File: src/sv/kbl_pkg.sv
// ----------------------------------------------------------------------------
// kbl_pkg
// Shared types and codes for the keyed bond ledger.
// ----------------------------------------------------------------------------
package kbl_pkg;

  // operation codes
  typedef logic [1:0] kind_t;
  localparam kind_t KIND_ADMIT   = 2'd0;
  localparam kind_t KIND_RELEASE = 2'd1;
  localparam kind_t KIND_SLASH   = 2'd2;
  localparam kind_t KIND_FIND    = 2'd3;

  // result status codes
  typedef logic [1:0] status_t;
  localparam status_t STAT_OK      = 2'd0;
  localparam status_t STAT_INVALID = 2'd1;
  localparam status_t STAT_FULL    = 2'd2;

  // cell load select
  typedef logic [1:0] cell_sel_t;
  localparam cell_sel_t SEL_HOLD = 2'd0;
  localparam cell_sel_t SEL_NEXT = 2'd1;
  localparam cell_sel_t SEL_PREV = 2'd2;

  localparam int unsigned WORD_W = 64;
  localparam int unsigned OCC_W  = 5;

  typedef logic [WORD_W-1:0] word_t;

  // non-key part of one stored bond
  typedef struct packed {
    word_t amount;
    word_t start;
    word_t rel_time;
  } entry_data_t;

  // one result record
  typedef struct packed {
    status_t           status;
    logic              admitted;
    logic              found;
    word_t             entry_amount;
    word_t             entry_start;
    word_t             entry_release;
    word_t             headroom;
    logic [OCC_W-1:0]  occupancy;
    word_t             locked_sum_out;
  } result_t;

endpackage

File: src/sv/kbl_cell.sv
// ----------------------------------------------------------------------------
// kbl_cell
// One slot of the bond ring: holds, takes its upper neighbor, or takes its
// lower neighbor.
// ----------------------------------------------------------------------------
module kbl_cell #(
  parameter int unsigned KEY_BITS = 64
) (
  input  logic                  clk,
  input  kbl_pkg::cell_sel_t    sel,
  input  logic [KEY_BITS-1:0]   next_key,
  input  kbl_pkg::entry_data_t  next_data,
  input  logic [KEY_BITS-1:0]   prev_key,
  input  kbl_pkg::entry_data_t  prev_data,
  output logic [KEY_BITS-1:0]   key_q,
  output kbl_pkg::entry_data_t  data_q
);
  import kbl_pkg::*;

  logic [KEY_BITS-1:0] key_r, key_nxt;
  entry_data_t         data_r, data_nxt;

  always_comb begin
    unique case (sel)
      SEL_NEXT: begin
        key_nxt  = next_key;
        data_nxt = next_data;
      end
      SEL_PREV: begin
        key_nxt  = prev_key;
        data_nxt = prev_data;
      end
      default: begin
        key_nxt  = key_r;
        data_nxt = data_r;
      end
    endcase
  end

  always_ff @(posedge clk) begin
    key_r  <= key_nxt;
    data_r <= data_nxt;
  end

  assign key_q  = key_r;
  assign data_q = data_r;

endmodule

File: config.mk
export PLATFORM = sky130hd
export DESIGN_NAME = kbl_cell
export DESIGN_NICKNAME = d
export VERILOG_FILES = /design/src/sv/kbl_pkg.sv /design/src/sv/kbl_cell.sv
export SDC_FILE = /design/constraint.sdc
export NUM_CORES = 1
export LEC_CHECK = 0
export BUFFER_PORTS_ARGS = -buffer_cell sky130_fd_sc_hd__buf_2
export CORE_AREA = 2 2 300 302
export DETAILED_ROUTE_END_ITERATION = 12
export DIE_AREA = 0 0 302 304
export PLACE_DENSITY = 0.33
export RECOVER_POWER = 50
export SYNTH_ARGS = -nofsm -noshare
export SYNTH_HDL_FRONTEND = slang
export SYNTH_SLANG_ARGS = --single-unit
File: constraint.sdc
create_clock -name clk -period 8.67 [get_ports clk]
set_clock_uncertainty 0.05 [all_clocks]
set_input_delay 1.3005 -clock clk [delete_from_list [all_inputs] [get_ports clk]]
set_output_delay 1.3005 -clock clk [all_outputs]
set_load 0.02 [all_outputs]
# Word level (Yosys, flattened, before mapping)
# Cells that the tools add are included.
# Widths: inputs -> output; s select.
# op_classes
magnitude_cmp	0
div_mod_pow	0
bitwise_logic	0
reduce_logical	1
n_shift	0
n_addsub	0
eq_ne	2
n_mul	0
muxes	2
# op_table
cell	n
$pmux 192 s2	1
$pmux 64 s2	1
$eq 2x1->1 const B	1
$eq 2x2->1 const B	1
$reduce_bool 2->1	1
# word_totals
memories	0
latch_bits	0
output_inout_bits	256
mem_bits_rw	0
rom_bits	0
regBits	256
in_bits	515
word_cells	9

# Logic depth before layout (Yosys ltp)
# logic_depth
depth_word	2
ltp_mapped	5
ltp_nobuf	3

# Worst setup path before layout
# No wires, ideal clock.
# synth_timing
kind	input to register
startpoint	input port sel[0]
endpoint	register data_r, in the netlist data_q[0] (enable)
path_stages	3
setup_time_ns	0.608
required_time_ns	8.012
arrival_time_ns	6.557
setup_slack_ns	1.455
n_path_buf	0
cell_sequence	inv_1 -> ha_1 -> inv_1
# synth_via
elab_chain_cells	2
elab_cells_between_ends	3
cone_classes	eq/ne: 2; reduce/logical: 1
# synth_lines
element	line	rtl
from (decl)	kbl_cell.sv:10	input kbl_pkg::cell_sel_t sel,
$eq 2x2->1 / $eq 2x1->1 (equally long branches)	kbl_cell.sv:24	unique case (sel)
$reduce_bool 2->1 (no source line) *	-	
to (signal assigned)	kbl_cell.sv:42	data_r <= data_nxt;
to (decl)	kbl_cell.sv:21	entry_data_t data_r, data_nxt;
# Mark *: on every way between the ends. The rest lies on a longest branch, timed or not.
# A chain may end at the register's enable or synchronous reset.

# Worst setup path in the final report
# layout_timing
startpoint	input port sel[0]
endpoint	register data_r, in the netlist data_q[124] (enable)
# The elaborated chain is that of the path after synthesis.

==> out/metrics.cfg <==
[outcome]
outcome = finished, violations left
failed_checks = capacitance limit, slew limit

[routing]
met2_wirelength_um = 22900
met3WireLength_um = 3980
ant_nets = 0
drt_iter0_drc = 266
dr.pass1.iters = 4
vias = 8002
drc = 0
dr.max_layer_used = met5
vias_per_cell = 3.17
wl_um = 42400
routedWlPerCell_um = 16.8
met1_length_um = 14500

[synth]
syn_nets = 1059
synth_seq_cells = 256
yosysSeqAreaShare_pct = 70.6
ys.warnings.count = 0
synth_area_um2 = 10900
synthCells = 543
ys_types = 7
avgSynthCellArea_um2 = 20.1

[global_route]
grt_first_pass_wirelength_um = 59300
first_global_vias = 8821
grt_overflow = 0
grt_max_degree = 135
grt.total_usage_pct = 8.82
antenna_found_initial = 7

[worst_setup_path]
crit_chain = clkbuf_1, inv_1, ha_1, clkinvlp_2, buf_12
critPathMaxStageDelay_ns = 2.06
required_ns = 8.66
crit_path_max_fanout = 134
critPathSlowestCell = clkinvlp_2
path_delay_family = buffers and inverters
end_kind = flop
path_buf_inv = 4
cp.arrival_ns = 5.18
path_class = in -> reg
start_kind = primary input

[sta]
fin_setup_tns_ns = 0
setup_viol = 0
min_period_over_period_pct = 59.8
slew_headroom_pct = -107
max_freq_mhz = 193
period_needed_ns = 5.18
tightest_slew_ns = 3.11
rsz0062_at_grt = false
slew_violations = 123
finalHoldViolCount = 0

[clocking]
postCtsSetupBuffers = 0
htree_levels = 2
cts.hold.buffers_added = 0
clkSinkCount = 256
max-clock-path-buffers = 3
ctsResizeCount = 0
cts-root-buf = clkbuf_16
clk_pin_slew_ns = 0.06
cts_tree = yes
cts_inserted_buffers = 35

[final_layout]
area_delta_synth_final_pct = 53.3
regArea_um2 = 7690
num-nets-final = 1842
fillers = 9841
multi_input_area_um2 = 2900
post-route-cell-area_um2 = 16700
layout-drive-gt1-share_pct = 60.4

[floorplanning]
die-area_um2 = 91800
ios = 771
core_area_um2 = 89000
die_w_um = 302
die_h_um = 304
start_util_pct = 12.2
row_count = 110

[placement]
dpl.hpwl_um = 32900
dpl_cell_area_um2 = 16000
portBuffers = 770
gp_congestion = 0.796

[power]
p_leak_nw = 6.33
cellPowerDensity_nw_per_um2 = 220
ir_drop_v = 0.000109

[run]
drv_cap = 2

[min_path]
hold_class = in -> reg

==> synthesized netlist by cell type <==
library cell    n  area [um2]
buf_6          26         293
ha_1            1        12.5
inv_1           2        7.51
edfxtp_1      256        7690
buf_4           1        7.51
mux2_2        256        2880
buf_2           1        5.00
==> placed cells by master, fill, tap and decap left out <==
cell type	instances
buf_2	513
clkbuf_1	263
edfxtp_1	256
mux2_2	254
clkbuf_16	37
clkinv_1	10
diode_2	5
clkinv_2	3
mux2_1	2
buf_12	2
buf_4	2
inv_1	1
clkinvlp_2	1
ha_1	1
clkinvlp_4	1
bufinv_16	1
==> final timing paths <==
kind                          from                     to  slack, ns  cells after the start
worst max-delay path        sel[0]  data_q[124]$_DFFE_PP_       3.49                      5
worst min-delay path  prev_key[61]    key_q[61]$_DFFE_PP_       1.02                      2
==> per-stage QoR <==
stage,utilization [%],hold slack (ns),instances,power [mW],setup slack [ns]
2_1_floorplan,-,1.47,543,2.07,1.46
3_3_place_gp,18.0,1.55,2465,2.41,4.68
3_5_place_dp,18.0,1.56,2465,2.41,4.68
4_1_cts,19.1,0.968,2523,3.81,5.28
5_1_grt,18.8,0.975,2527,3.86,2.95
6_report,18.8,1.02,2528,3.67,3.49
==> layer usage <==
layer,track usage (%),vias to the layer above
met1,8.60,3805
met4,2.91,4
li1,-,3719
met2,16.8,416
met5,0,-
met3,3.34,58
==> final cells by class <==
| type | instances | share of cell area, % |
|---|---|---|
| Sequential cell | 256 | 46.0 |
| Timing Repair Buffer | 774 | 21.5 |
| Multi-Input combinational cell | 257 | 17.3 |
| Tap cell | 1176 | 8.81 |
| Clock buffer | 43 | 5.68 |
| Clock inverter | 15 | 0.539 |
| Antenna cell | 5 | 0.0749 |
| Inverter | 2 | 0.0524 |
==> flip-flops by register name (all words and copies together) (netlist names) <==
register  count
data_q      192
key_q        64
==> cells by family (layout without fill, tap and decap cells) <==
family                   count (synthesis)  in the layout  synth area share, %
other                                    0              5                    0
flip-flops                             256            256                 70.6
adder cells (fa/ha/maj)                  1              1                0.115
multiplexers                           256            256                 26.5
buffers and inverters                   30            834                 2.87
==> report_power, final <==
group	switching (mW)	total (mW)	internal, mW
sequential	0.0527	1.63	1.58
combinational	0.453	0.688	0.236
clock	0.553	1.35	0.797
Power figures use the tool's default switching activity.
